[config.mk]
export PLATFORM = sky130hd
export DESIGN_NAME = infix_expression_evaluator_flat
export DESIGN_NICKNAME = d
export VERILOG_FILES = /design/src/hw/rtl/iee_pkg.sv /design/src/hw/rtl/iee_req_if.sv /design/src/hw/rtl/iee_rsp_if.sv /design/src/hw/rtl/iee_front.sv /design/src/hw/rtl/iee_div.sv /design/src/hw/rtl/iee_back.sv /design/src/hw/rtl/infix_expression_evaluator.sv /design/src/flat_wrapper.sv
export SDC_FILE = /design/constraint.sdc
export NUM_CORES = 2
export LEC_CHECK = 0
export BUFFER_PORTS_ARGS = -buffer_cell sky130_fd_sc_hd__buf_2
export CORE_ASPECT_RATIO = 1.25
export CORE_MARGIN = 10
export CORE_UTILIZATION = 45
export CTS_CLUSTER_SIZE = 10
export DETAILED_ROUTE_END_ITERATION = 16
export PLACE_DENSITY = 0.7
export SLEW_MARGIN = 15
export SYNTH_ARGS = -nofsm -noshare
export SYNTH_HDL_FRONTEND = slang
export SYNTH_SLANG_ARGS = --single-unit
export TNS_END_PERCENT = 100
[constraint.sdc]
create_clock -name clock -period 6.92 [get_ports clock]
set_clock_uncertainty 0.05 [all_clocks]
set_input_delay 0.692 -clock clock [delete_from_list [all_inputs] [get_ports clock]]
set_output_delay 0.692 -clock clock [all_outputs]
set_load 0.02 [all_outputs]
[src/hw/rtl/iee_pkg.sv]
// Shared constants, types and helpers for the infix expression evaluator.
// Depends on nothing; the front end, back end, top level and testbench import it.
`default_nettype none
package iee_pkg;

   // Stack geometry
   localparam int OPND_DEPTH = 64;
   localparam int OPND_AW    = $clog2(OPND_DEPTH);
   localparam int OPND_CW    = $clog2(OPND_DEPTH + 1);
   localparam int OPER_DEPTH = 64;
   localparam int OPER_AW    = $clog2(OPER_DEPTH);
   localparam int OPER_CW    = $clog2(OPER_DEPTH + 1);

   // Request queue between front and back
   localparam int Q_DEPTH = 4;
   localparam int Q_AW    = $clog2(Q_DEPTH);
   localparam int Q_CW    = $clog2(Q_DEPTH + 1);

   // Operator codes as kept on the operator stack
   localparam logic [2:0] CODE_LPAR = 3'd0;
   localparam logic [2:0] CODE_ADD  = 3'd1;
   localparam logic [2:0] CODE_SUB  = 3'd2;
   localparam logic [2:0] CODE_MUL  = 3'd3;
   localparam logic [2:0] CODE_DIV  = 3'd4;

   // Result status codes
   localparam logic [1:0] ST_OK        = 2'd0;
   localparam logic [1:0] ST_DIVZERO   = 2'd1;
   localparam logic [1:0] ST_OVERFLOW  = 2'd2;
   localparam logic [1:0] ST_MALFORMED = 2'd3;

   // Character classes
   localparam logic [2:0] CLS_DIGIT = 3'd0;
   localparam logic [2:0] CLS_LPAR  = 3'd1;
   localparam logic [2:0] CLS_RPAR  = 3'd2;
   localparam logic [2:0] CLS_OPER  = 3'd3;
   localparam logic [2:0] CLS_BAD   = 3'd4;

   // ASCII characters
   localparam logic [7:0] CH_ZERO  = 8'h30;
   localparam logic [7:0] CH_NINE  = 8'h39;
   localparam logic [7:0] CH_PLUS  = 8'h2B;
   localparam logic [7:0] CH_MINUS = 8'h2D;
   localparam logic [7:0] CH_STAR  = 8'h2A;
   localparam logic [7:0] CH_SLASH = 8'h2F;
   localparam logic [7:0] CH_OPEN  = 8'h28;
   localparam logic [7:0] CH_CLOSE = 8'h29;

   // Classified request as it sits in the queue
   typedef struct packed {
      logic [2:0] cls;
      logic [3:0] digit;
      logic [2:0] code;
      logic       last;
   } iee_entry_type;

   // Binding strength of an operator code
   function automatic logic [1:0] prec(input logic [2:0] code);
      logic [1:0] p;
      p = 2'd0;
      if (code == CODE_MUL || code == CODE_DIV) p = 2'd2;
      else if (code == CODE_ADD || code == CODE_SUB) p = 2'd1;
      return p;
   endfunction

endpackage
`default_nettype wire

[src/hw/rtl/iee_req_if.sv]
// Request channel: one expression character per item.
// Stands alone; no package needed.
`default_nettype none
interface iee_req_if;
   logic       valid;
   logic       ready;
   logic [7:0] char_in;
   logic       is_last;
   modport source (output valid, output char_in, output is_last, input ready);
   modport sink   (input valid, input char_in, input is_last, output ready);
endinterface
`default_nettype wire

[src/hw/rtl/iee_rsp_if.sv]
// Response channel: expression value and status.
// Stands alone; no package needed.
`default_nettype none
interface iee_rsp_if;
   logic               valid;
   logic               ready;
   logic signed [31:0] value;
   logic [1:0]         status;
   modport source (output valid, output value, output status, input ready);
   modport sink   (input valid, input value, input status, output ready);
endinterface
`default_nettype wire

[src/hw/rtl/iee_front.sv]
// Front end: accepts requests, classifies each character and queues it.
// Depends on iee_pkg and iee_req_if.
`default_nettype none
module iee_front import iee_pkg::*; (
   input  wire           clock,
   input  wire           reset,
   iee_req_if.sink       req_ch,
   output logic          q_valid,
   output iee_entry_type q_entry,
   input  wire           q_pop
);

   iee_entry_type       q_mem [Q_DEPTH];
   logic [Q_AW-1:0]     wp_ff, wp_in, rp_ff, rp_in;
   logic [Q_CW-1:0]     cnt_ff, cnt_in;
   iee_entry_type       cls_entry;
   logic                push, pop;

   // Classify the incoming character
   always_comb begin
      cls_entry       = '0;
      cls_entry.last  = req_ch.is_last;
      cls_entry.digit = 4'(req_ch.char_in - CH_ZERO);
      if (req_ch.char_in inside {[CH_ZERO:CH_NINE]}) begin
         cls_entry.cls = CLS_DIGIT;
      end else begin
         case (req_ch.char_in)
            CH_OPEN:  begin cls_entry.cls = CLS_LPAR; end
            CH_CLOSE: begin cls_entry.cls = CLS_RPAR; end
            CH_PLUS:  begin cls_entry.cls = CLS_OPER; cls_entry.code = CODE_ADD; end
            CH_MINUS: begin cls_entry.cls = CLS_OPER; cls_entry.code = CODE_SUB; end
            CH_STAR:  begin cls_entry.cls = CLS_OPER; cls_entry.code = CODE_MUL; end
            CH_SLASH: begin cls_entry.cls = CLS_OPER; cls_entry.code = CODE_DIV; end
            default:  begin cls_entry.cls = CLS_BAD; end
         endcase
      end
   end

   assign req_ch.ready = (cnt_ff != Q_CW'(Q_DEPTH));
   assign push         = req_ch.valid && req_ch.ready;
   assign q_valid      = (cnt_ff != '0);
   assign pop          = q_pop && q_valid;
   assign q_entry      = q_mem[rp_ff];

   // Advance pointers and fill count
   always_comb begin
      wp_in  = push ? wp_ff + 1'b1 : wp_ff;
      rp_in  = pop ? rp_ff + 1'b1 : rp_ff;
      cnt_in = cnt_ff + Q_CW'(push) - Q_CW'(pop);
   end

   always_ff @(posedge clock) begin
      if (reset) begin
         wp_ff  <= '0;
         rp_ff  <= '0;
         cnt_ff <= '0;
      end else begin
         wp_ff  <= wp_in;
         rp_ff  <= rp_in;
         cnt_ff <= cnt_in;
      end
   end

   // Hold queued entries
   always_ff @(posedge clock) begin
      if (push) q_mem[wp_ff] <= cls_entry;
   end

endmodule
`default_nettype wire

[src/hw/rtl/iee_div.sv]
// Iterative signed divider, one quotient bit per cycle, truncating toward zero.
// Depends on nothing beyond its ports.
`default_nettype none
module iee_div (
   input  wire         clock,
   input  wire         reset,
   input  wire         start,
   input  wire  [31:0] dividend,
   input  wire  [31:0] divisor,
   output logic        done,
   output logic [31:0] quotient
);

   logic [31:0] rem_ff, rem_in, quo_ff, quo_in, dvs_ff, dvs_in;
   logic [5:0]  cnt_ff, cnt_in;
   logic        busy_ff, busy_in, neg_ff, neg_in, done_ff, done_in;
   logic [32:0] trial;
   logic        fits;

   assign trial = {rem_ff, quo_ff[31]};
   assign fits  = (trial >= {1'b0, dvs_ff});

   // Shift-subtract one bit per cycle on magnitudes
   always_comb begin
      rem_in  = rem_ff;
      quo_in  = quo_ff;
      dvs_in  = dvs_ff;
      cnt_in  = cnt_ff;
      busy_in = busy_ff;
      neg_in  = neg_ff;
      done_in = 1'b0;
      if (start) begin
         rem_in  = '0;
         quo_in  = dividend[31] ? 32'd0 - dividend : dividend;
         dvs_in  = divisor[31] ? 32'd0 - divisor : divisor;
         neg_in  = dividend[31] ^ divisor[31];
         cnt_in  = '0;
         busy_in = 1'b1;
      end else if (busy_ff) begin
         rem_in = fits ? 32'(trial - {1'b0, dvs_ff}) : trial[31:0];
         quo_in = {quo_ff[30:0], fits};
         cnt_in = cnt_ff + 6'd1;
         if (cnt_ff == 6'd31) begin
            busy_in = 1'b0;
            done_in = 1'b1;
         end
      end
   end

   always_ff @(posedge clock) begin
      if (reset) begin
         busy_ff <= 1'b0;
         done_ff <= 1'b0;
      end else begin
         busy_ff <= busy_in;
         done_ff <= done_in;
      end
      rem_ff <= rem_in;
      quo_ff <= quo_in;
      dvs_ff <= dvs_in;
      cnt_ff <= cnt_in;
      neg_ff <= neg_in;
   end

   assign done     = done_ff;
   assign quotient = neg_ff ? 32'd0 - quo_ff : quo_ff;

endmodule
`default_nettype wire

[src/hw/rtl/iee_back.sv]
// Back end: sequencer over the operand and operator stacks, reduction and result.
// Depends on iee_pkg, iee_div and iee_rsp_if.
`default_nettype none
module iee_back import iee_pkg::*; (
   input  wire           clock,
   input  wire           reset,
   input  wire           q_valid,
   input  iee_entry_type q_entry,
   output logic          q_pop,
   iee_rsp_if.source     rsp_ch
);

   localparam logic [3:0] S_IDLE  = 4'd0;
   localparam logic [3:0] S_PUSH  = 4'd1;
   localparam logic [3:0] S_DISP  = 4'd2;
   localparam logic [3:0] S_RDOP  = 4'd3;
   localparam logic [3:0] S_CHKOP = 4'd4;
   localparam logic [3:0] S_RDB   = 4'd5;
   localparam logic [3:0] S_RDA   = 4'd6;
   localparam logic [3:0] S_EXEC  = 4'd7;
   localparam logic [3:0] S_DIV   = 4'd8;
   localparam logic [3:0] S_WB    = 4'd9;
   localparam logic [3:0] S_FIN   = 4'd10;
   localparam logic [3:0] S_RES   = 4'd11;
   localparam logic [3:0] S_EMIT  = 4'd12;

   localparam logic [1:0] MODE_OP    = 2'd0;
   localparam logic [1:0] MODE_CLOSE = 2'd1;
   localparam logic [1:0] MODE_FINAL = 2'd2;

   localparam logic [OPND_CW-1:0] OPND_FULL = OPND_CW'(OPND_DEPTH);
   localparam logic [OPER_CW-1:0] OPER_FULL = OPER_CW'(OPER_DEPTH);

   logic [3:0]         state_ff, state_in;
   logic [1:0]         mode_ff, mode_in;
   logic [2:0]         cls_ff, cls_in, code_ff, code_in;
   logic               last_ff, last_in;
   logic [OPND_CW-1:0] opnd_cnt_ff, opnd_cnt_in;
   logic [OPER_CW-1:0] oper_cnt_ff, oper_cnt_in;
   logic [31:0]        acc_ff, acc_in, b_ff, b_in, res_ff, res_in;
   logic               innum_ff, innum_in;
   logic [1:0]         err_ff, err_in;
   logic               out_valid_ff, out_valid_in;
   logic [31:0]        out_value_ff, out_value_in;
   logic [1:0]         out_status_ff, out_status_in;

   // Stack memories and their ports
   logic [31:0]        opnd_mem [OPND_DEPTH];
   logic [2:0]         oper_mem [OPER_DEPTH];
   logic               opnd_we, opnd_re, oper_we, oper_re;
   logic [OPND_AW-1:0] opnd_wa, opnd_ra;
   logic [OPER_AW-1:0] oper_wa, oper_ra;
   logic [31:0]        opnd_wd, opnd_rd_ff;
   logic [2:0]         oper_wd, oper_rd_ff;

   logic [31:0]        prod;
   logic               div_start, div_done;
   logic [31:0]        div_q;
   logic [3:0]         fin_state;

   assign prod      = opnd_rd_ff * b_ff;
   assign fin_state = last_ff ? S_FIN : S_IDLE;

   iee_div u_div (
      .clock    (clock),
      .reset    (reset),
      .start    (div_start),
      .dividend (opnd_rd_ff),
      .divisor  (b_ff),
      .done     (div_done),
      .quotient (div_q)
   );

   // Sequence one request through push, reduce and emit
   always_comb begin
      state_in      = state_ff;
      mode_in       = mode_ff;
      cls_in        = cls_ff;
      code_in       = code_ff;
      last_in       = last_ff;
      opnd_cnt_in   = opnd_cnt_ff;
      oper_cnt_in   = oper_cnt_ff;
      acc_in        = acc_ff;
      b_in          = b_ff;
      res_in        = res_ff;
      innum_in      = innum_ff;
      err_in        = err_ff;
      out_valid_in  = out_valid_ff && !rsp_ch.ready;
      out_value_in  = out_value_ff;
      out_status_in = out_status_ff;
      q_pop         = 1'b0;
      opnd_we       = 1'b0;
      opnd_wa       = opnd_cnt_ff[OPND_AW-1:0];
      opnd_wd       = acc_ff;
      opnd_re       = 1'b0;
      opnd_ra       = OPND_AW'(opnd_cnt_ff - OPND_CW'(1));
      oper_we       = 1'b0;
      oper_wa       = oper_cnt_ff[OPER_AW-1:0];
      oper_wd       = code_ff;
      oper_re       = 1'b0;
      oper_ra       = OPER_AW'(oper_cnt_ff - OPER_CW'(1));
      div_start     = 1'b0;
      case (state_ff)
         S_IDLE: begin
            if (q_valid) begin
               q_pop   = 1'b1;
               last_in = q_entry.last;
               if (err_ff != ST_OK) begin
                  if (q_entry.last) state_in = S_EMIT;
               end else if (q_entry.cls == CLS_DIGIT) begin
                  acc_in   = (acc_ff << 3) + (acc_ff << 1) + {28'd0, q_entry.digit};
                  innum_in = 1'b1;
                  if (q_entry.last) state_in = S_FIN;
               end else begin
                  cls_in   = q_entry.cls;
                  code_in  = q_entry.code;
                  state_in = S_PUSH;
               end
            end
         end
         S_PUSH: begin
            // Push the pending number, if any
            if (innum_ff) begin
               if (opnd_cnt_ff == OPND_FULL) begin
                  err_in = ST_OVERFLOW;
               end else begin
                  opnd_we     = 1'b1;
                  opnd_cnt_in = opnd_cnt_ff + OPND_CW'(1);
               end
            end
            acc_in   = '0;
            innum_in = 1'b0;
            state_in = S_DISP;
         end
         S_DISP: begin
            if (err_ff != ST_OK) begin
               state_in = fin_state;
            end else begin
               case (cls_ff)
                  CLS_LPAR: begin
                     if (oper_cnt_ff == OPER_FULL) begin
                        err_in = ST_OVERFLOW;
                     end else begin
                        oper_we     = 1'b1;
                        oper_wd     = CODE_LPAR;
                        oper_cnt_in = oper_cnt_ff + OPER_CW'(1);
                     end
                     state_in = fin_state;
                  end
                  CLS_RPAR: begin
                     mode_in  = MODE_CLOSE;
                     state_in = S_RDOP;
                  end
                  CLS_OPER: begin
                     mode_in  = MODE_OP;
                     state_in = S_RDOP;
                  end
                  default: begin
                     err_in   = ST_MALFORMED;
                     state_in = fin_state;
                  end
               endcase
            end
         end
         S_RDOP: begin
            if (oper_cnt_ff == '0) begin
               case (mode_ff)
                  MODE_OP: begin
                     if (oper_cnt_ff == OPER_FULL) begin
                        err_in = ST_OVERFLOW;
                     end else begin
                        oper_we     = 1'b1;
                        oper_cnt_in = oper_cnt_ff + OPER_CW'(1);
                     end
                     state_in = fin_state;
                  end
                  MODE_CLOSE: begin
                     err_in   = ST_MALFORMED;
                     state_in = fin_state;
                  end
                  default: begin
                     if (opnd_cnt_ff != OPND_CW'(1)) begin
                        err_in   = ST_MALFORMED;
                        state_in = S_EMIT;
                     end else begin
                        opnd_re  = 1'b1;
                        opnd_ra  = '0;
                        state_in = S_RES;
                     end
                  end
               endcase
            end else begin
               oper_re  = 1'b1;
               state_in = S_CHKOP;
            end
         end
         S_CHKOP: begin
            // Decide between reducing and ending this request
            if (mode_ff == MODE_OP && prec(oper_rd_ff) < prec(code_ff)) begin
               if (oper_cnt_ff == OPER_FULL) begin
                  err_in = ST_OVERFLOW;
               end else begin
                  oper_we     = 1'b1;
                  oper_cnt_in = oper_cnt_ff + OPER_CW'(1);
               end
               state_in = fin_state;
            end else if (mode_ff == MODE_CLOSE && oper_rd_ff == CODE_LPAR) begin
               oper_cnt_in = oper_cnt_ff - OPER_CW'(1);
               state_in    = fin_state;
            end else if (opnd_cnt_ff < OPND_CW'(2) || oper_rd_ff == CODE_LPAR) begin
               err_in   = ST_MALFORMED;
               state_in = fin_state;
            end else begin
               state_in = S_RDB;
            end
         end
         S_RDB: begin
            opnd_re  = 1'b1;
            state_in = S_RDA;
         end
         S_RDA: begin
            b_in     = opnd_rd_ff;
            opnd_re  = 1'b1;
            opnd_ra  = OPND_AW'(opnd_cnt_ff - OPND_CW'(2));
            state_in = S_EXEC;
         end
         S_EXEC: begin
            state_in = S_WB;
            case (oper_rd_ff)
               CODE_ADD: res_in = opnd_rd_ff + b_ff;
               CODE_SUB: res_in = opnd_rd_ff - b_ff;
               CODE_MUL: res_in = prod;
               default: begin
                  if (b_ff == '0) begin
                     err_in   = ST_DIVZERO;
                     state_in = fin_state;
                  end else begin
                     div_start = 1'b1;
                     state_in  = S_DIV;
                  end
               end
            endcase
         end
         S_DIV: begin
            if (div_done) begin
               res_in   = div_q;
               state_in = S_WB;
            end
         end
         S_WB: begin
            opnd_we     = 1'b1;
            opnd_wa     = OPND_AW'(opnd_cnt_ff - OPND_CW'(2));
            opnd_wd     = res_ff;
            opnd_cnt_in = opnd_cnt_ff - OPND_CW'(1);
            oper_cnt_in = oper_cnt_ff - OPER_CW'(1);
            state_in    = S_RDOP;
         end
         S_FIN: begin
            // Push a trailing number, then reduce everything
            if (err_ff != ST_OK) begin
               state_in = S_EMIT;
            end else if (innum_ff && opnd_cnt_ff == OPND_FULL) begin
               err_in   = ST_OVERFLOW;
               state_in = S_EMIT;
            end else begin
               if (innum_ff) begin
                  opnd_we     = 1'b1;
                  opnd_cnt_in = opnd_cnt_ff + OPND_CW'(1);
               end
               innum_in = 1'b0;
               mode_in  = MODE_FINAL;
               state_in = S_RDOP;
            end
         end
         S_RES: begin
            res_in   = opnd_rd_ff;
            state_in = S_EMIT;
         end
         S_EMIT: begin
            // Load the response and clear for the next expression
            if (!out_valid_ff || rsp_ch.ready) begin
               out_valid_in  = 1'b1;
               out_value_in  = (err_ff == ST_OK) ? res_ff : 32'd0;
               out_status_in = err_ff;
               opnd_cnt_in   = '0;
               oper_cnt_in   = '0;
               acc_in        = '0;
               innum_in      = 1'b0;
               err_in        = ST_OK;
               state_in      = S_IDLE;
            end
         end
         default: begin
            state_in = S_IDLE;
         end
      endcase
   end

   always_ff @(posedge clock) begin
      if (reset) begin
         state_ff     <= S_IDLE;
         opnd_cnt_ff  <= '0;
         oper_cnt_ff  <= '0;
         acc_ff       <= '0;
         innum_ff     <= 1'b0;
         err_ff       <= ST_OK;
         out_valid_ff <= 1'b0;
      end else begin
         state_ff     <= state_in;
         opnd_cnt_ff  <= opnd_cnt_in;
         oper_cnt_ff  <= oper_cnt_in;
         acc_ff       <= acc_in;
         innum_ff     <= innum_in;
         err_ff       <= err_in;
         out_valid_ff <= out_valid_in;
      end
      mode_ff       <= mode_in;
      cls_ff        <= cls_in;
      code_ff       <= code_in;
      last_ff       <= last_in;
      b_ff          <= b_in;
      res_ff        <= res_in;
      out_value_ff  <= out_value_in;
      out_status_ff <= out_status_in;
   end

   // Stack memories, registered read
   always_ff @(posedge clock) begin
      if (opnd_we) opnd_mem[opnd_wa] <= opnd_wd;
      if (opnd_re) opnd_rd_ff <= opnd_mem[opnd_ra];
   end

   always_ff @(posedge clock) begin
      if (oper_we) oper_mem[oper_wa] <= oper_wd;
      if (oper_re) oper_rd_ff <= oper_mem[oper_ra];
   end

   assign rsp_ch.valid  = out_valid_ff;
   assign rsp_ch.value  = out_value_ff;
   assign rsp_ch.status = out_status_ff;

   // Checks
   a_opnd_bound: assert property (@(posedge clock) disable iff (reset)
      opnd_cnt_ff <= OPND_FULL) else $error("operand count beyond depth");
   a_oper_bound: assert property (@(posedge clock) disable iff (reset)
      oper_cnt_ff <= OPER_FULL) else $error("operator count beyond depth");
   a_emit_clear: assert property (@(posedge clock) disable iff (reset)
      (state_ff == S_EMIT && (!out_valid_ff || rsp_ch.ready))
      |=> (opnd_cnt_ff == '0 && oper_cnt_ff == '0 && err_ff == ST_OK && out_valid_ff))
      else $error("state not cleared after response");
   a_div_only_exec: assert property (@(posedge clock) disable iff (reset)
      div_start |-> (state_ff == S_EXEC && b_ff != '0))
      else $error("divider started outside execute");
   a_pop_idle: assert property (@(posedge clock) disable iff (reset)
      q_pop |-> (state_ff == S_IDLE && q_valid)) else $error("queue popped while busy");

endmodule
`default_nettype wire

[src/hw/rtl/infix_expression_evaluator.sv]
// Top level of the infix expression evaluator: front end, queue and back end.
// Depends on iee_pkg, iee_req_if, iee_rsp_if, iee_front and iee_back.
//
//   channel  | dir | payload                        | handshake
//   req_ch   | in  | char_in[7:0], is_last          | valid/ready
//   rsp_ch   | out | value[31:0] signed, status[1:0] | valid/ready
//
// A digit is folded into the accumulator in the back end; any other character
// is pushed and dispatched, plus a reduction for each operator applied, and a
// division waits on the bit-serial divider. The final character adds a full
// reduction and a read of the result. The four-entry queue lets requests arrive while
// the back end works. Reset is synchronous and clears counts and flags; the
// stacks hold no reset value. A stalled response holds the back end in emit.
`default_nettype none
module infix_expression_evaluator import iee_pkg::*; (
   input  wire       clock,
   input  wire       reset,
   iee_req_if.sink   req_ch,
   iee_rsp_if.source rsp_ch
);

   logic          q_valid, q_pop;
   iee_entry_type q_entry;

   iee_front u_front (
      .clock   (clock),
      .reset   (reset),
      .req_ch  (req_ch),
      .q_valid (q_valid),
      .q_entry (q_entry),
      .q_pop   (q_pop)
   );

   iee_back u_back (
      .clock   (clock),
      .reset   (reset),
      .q_valid (q_valid),
      .q_entry (q_entry),
      .q_pop   (q_pop),
      .rsp_ch  (rsp_ch)
   );

endmodule
`default_nettype wire

[src/flat_wrapper.sv]
// flat-port wrapper written by rule: the top's interface ports become plain ports
module infix_expression_evaluator_flat import iee_pkg::*;
  (clock, reset, req_ch_valid, req_ch_char_in, req_ch_is_last, req_ch_ready, rsp_ch_valid, rsp_ch_value, rsp_ch_status, rsp_ch_ready);
  iee_req_if req_ch_i ();
  iee_rsp_if rsp_ch_i ();
  input  wire clock;
  input  wire reset;
  input wire logic [$bits(req_ch_i.valid)-1:0] req_ch_valid;
  input wire logic [$bits(req_ch_i.char_in)-1:0] req_ch_char_in;
  input wire logic [$bits(req_ch_i.is_last)-1:0] req_ch_is_last;
  output wire logic [$bits(req_ch_i.ready)-1:0] req_ch_ready;
  output wire logic [$bits(rsp_ch_i.valid)-1:0] rsp_ch_valid;
  output wire logic [$bits(rsp_ch_i.value)-1:0] rsp_ch_value;
  output wire logic [$bits(rsp_ch_i.status)-1:0] rsp_ch_status;
  input wire logic [$bits(rsp_ch_i.ready)-1:0] rsp_ch_ready;
  assign req_ch_i.valid = req_ch_valid;
  assign req_ch_i.char_in = req_ch_char_in;
  assign req_ch_i.is_last = req_ch_is_last;
  assign req_ch_ready = req_ch_i.ready;
  assign rsp_ch_valid = rsp_ch_i.valid;
  assign rsp_ch_value = rsp_ch_i.value;
  assign rsp_ch_status = rsp_ch_i.status;
  assign rsp_ch_i.ready = rsp_ch_ready;
  infix_expression_evaluator u_core (.clock(clock), .reset(reset), .req_ch(req_ch_i), .rsp_ch(rsp_ch_i));
endmodule
==> metrics.yaml <==
finish:
  utilization_pct: 51.4
  layout-drive-gt1-share_pct: 19.9
  nets: 9153
  area_growth_pct: 13.5
  nFillCells: 22100
global_routing:
  antenna_found_initial: 13
  grtUsageMet1_pct: 27.5
  grt_pass1_vias: 76700
  overflow: 0
  globalRouteMet3Util_pct: 3.54
  grt_max_degree: 93
  grt-busiest-layer: "met2"
  use_met2_pct: 37.9
  grt_usage_pct: 22.1
  grt_pass1_wl_mm: 502
floorplan:
  die_h_um: 608
  core-area_mm2: 0.275
  start_util_pct: 45.3
  die_w_um: 491
  rows: 215
  dieArea_mm2: 0.298
  io_pins: 49
timing:
  finalHoldViolCount: 0
  fin_crit_ps: 7360
  drv_slew: 0
  setup_violations: 12
  worst_pin_slew_ps: 1200
  rsz0062_at_grt: "true"
  maxSlewHeadroom_pct: 20.1
  worst_slack_ps: -436
  fin_crit_sh_pct: 106
  max_freq_ghz: 0.136
  holdWs_ps: 67.2
  timing.setup.tns_ps: -2820
synthesis:
  syn_area_per_cell_um2: 15.4
  seq_area_frac_synth_pct: 61.7
  synth_edf_count: 2491
  synth_seq_cells: 2594
  synth_top_area_cell: "edfxtp_1"
  ys_types: 94
  synth_area_leaders: "edfxtp_1, mux4_2, fa_1, ha_1, nand2_1"
  ys.flop_type: "edfxtp_1"
  yosysMostFrequentCell: "edfxtp_1"
  async_reset_ff_share_pct: 0
  syn_area_mm2: 0.125
  ys_top_cells_by_count: "edfxtp_1, nand2_1, mux4_2"
  yosys_warnings: 0
  synth_nets: 8791
  yosysTopAreaCellShare_pct: 60.1
  syn_inst: 8101
cts:
  root_buffer: "clkbuf_16"
  cts_tree: "built"
  cts_sinks: 2594
  clk_pin_slew_worst_paths_ps: 60
  htree_levels: 5
  clk_latency_ps: 890
  cts_made_buffers: 306
  clockBufferDepth: 4
route:
  viasPerCell: 5.99
  vias: 73300
  routed_wirelength_mm: 338
  drt-pass1-iter-count: 6
  drc: 0
  avgRoutedWirePerCell_um: 27.6
  drtIter0Drc: 7977
  drt.antenna.violating_nets: 0
critical_path:
  critPathMaxFanout: 3
  critPathCaptureType: "flip-flop"
  crit_path_frequent_cell: "fa_1"
  max_stage_delay_ps: 560
  start_kind: "flip-flop"
  cp.required_ps: 7440
  cp.arrival_ps: 7870
  cp_slowest_cell: "fa_1"
  worst-setup-path-type: "reg2reg"
outcome:
  violations: "negative setup slack"
  status: "finished with violations"
placed_design:
  dp_slack_ps: -573
  numPortBuffers: 48
  dp_hpwl_mm: 218
  routabilityCongestion: 0.913
run:
  cap_violations: 0
power:
  power_density_mw_per_mm2: 453
  finalPower_mw: 64.0
  switching_share_pct: 36.6
  power_frac_comb_pct: 49.3
  clkPwrFrac_pct: 21.9
  p_sw_mw: 23.4
  peakVddDrop_v: 0.00159
  p_int_mw: 40.6
  p_seq_share_pct: 28.8
  p_leak_nw: 50.0
worst_hold_path:
  hold_path_class: "in2reg"
-- flip-flops by register name, indices dropped and copies added, names as in the netlist, 4 cells and up, named ones only --
name and cells:
u_core.u_back.u_div.quo_ff 32, u_core.u_back.res_ff 32, u_core.u_back.b_ff 32, u_core.u_front.q_mem 44, u_core.u_back.u_div.dvs_ff 32, u_core.u_back.oper_mem 192, u_core.u_back.u_div.rem_ff 32, u_core.u_back.acc_ff 32
u_core.u_back.rsp_ch.value 32, u_core.u_back.u_div.cnt_ff 6, u_core.u_back.opnd_rd_ff 32, u_core.u_back.state_ff 4, u_core.u_back.oper_cnt_ff 7, u_core.u_back.opnd_mem 2048, u_core.u_back.opnd_cnt_ff 7
-- kinds of logic after synthesis --
kind of cell,share of synthesized area (%)
compound gates,5.59
xor+xnor,2.10
fa+ha+maj,9.29
buf+inv,2.98
flops,61.7
mux,10.9
simple gates,7.44
-- power groups by stage --
stage | logic [mW] | clock network [mW] | registers, mW
finish | 31.6 | 14.0 | 18.4
detailed placement | 27.7 | 0 | 18.7
global placement | 27.2 | 0 | 18.7
global route | 33.8 | 14.8 | 18.4
CTS | 30.1 | 14.2 | 18.4
floorplan | 16.8 | 0 | 18.5
-- routing by layer --
layer  wire length [µm]  part of all wire [%]  up-vias
met1             123000                    36    38000
met5                 70                 0.021        -
met3              26600                   7.9      777
li1                   -                     -    31000
met4              18300                   5.4        8
met2             170000                    50     3496
-- worst paths after layout --
| check | startpoint | to | slack, ps | depth (start not counted) |
|---|---|---|---|---|
| min | req_ch_char_in[3] | u_core.u_front.q_mem[0][7] | 70 | 1 |
| max reg2reg | u_core.u_back.b_ff[3] | u_core.u_back.res_ff[28] | -440 | 25 |
| max | u_core.u_back.b_ff[3] | u_core.u_back.res_ff[28] | -440 | 25 |
| min reg2reg | u_core.u_back.u_div.rem_ff[29] | u_core.u_back.u_div.rem_ff[29] | 430 | 2 |
-- worst max-delay path: cells and delay by family (launching register included) --
family / cells / cell delay, ps
fa+ha+maj: 9 / 4260
compound gates: 7 / 1450
flops: 1 / 470
buf+inv: 5 / 350
simple gates: 3 / 290
xor+xnor: 1 / 150
-- layout make-up --
class / instances / area [µm²] / area share [%]
Inverter: 461 / 1730 / 1.22
Timing Repair Buffer: 525 / 4460 / 3.16
Clock buffer: 352 / 7990 / 5.65
Antenna cell: 4 / 10.0 / 0.00708
Sequential cell: 2594 / 76900 / 54.4
Clock inverter: 23 / 255 / 0.181
Multi-Input combinational cell: 4575 / 45400 / 32.1
Tap cell: 3689 / 4620 / 3.27
-- cells in the final DEF (no fill, tap or decap), types with 169 or more instances in the layout --
| cell type | count |
|---|---|
| a21oi_1 | 212 |
| clkbuf_16 | 312 |
| nand2_1 | 764 |
| mux4_2 | 579 |
| inv_1 | 450 |
| o21ai_0 | 177 |
| and2_1 | 462 |
| nor2_1 | 254 |
| fa_1 | 400 |
| xnor2_1 | 169 |
| a211oi_1 | 179 |
| edfxtp_1 | 2491 |
| ha_1 | 244 |
| buf_4 | 410 |
-- through the flow --
stage	area, µm²	std cells
finish	141000	12200
global route	141000	12200
CTS	141000	12200
detailed placement	132000	11800
global placement	132000	11800
floorplan	125000	8101
-- what timing repair did --
action,4_1_cts,5_1_grt
setup buffers,20,14
cloned,1,0
pin swaps,69,44
hold buffers,1,0
gates resized for setup,99,48
endpoints found under the setup margin,16,18
endpoints found under the hold margin,4,0
(Power assumes the default switching activity.)
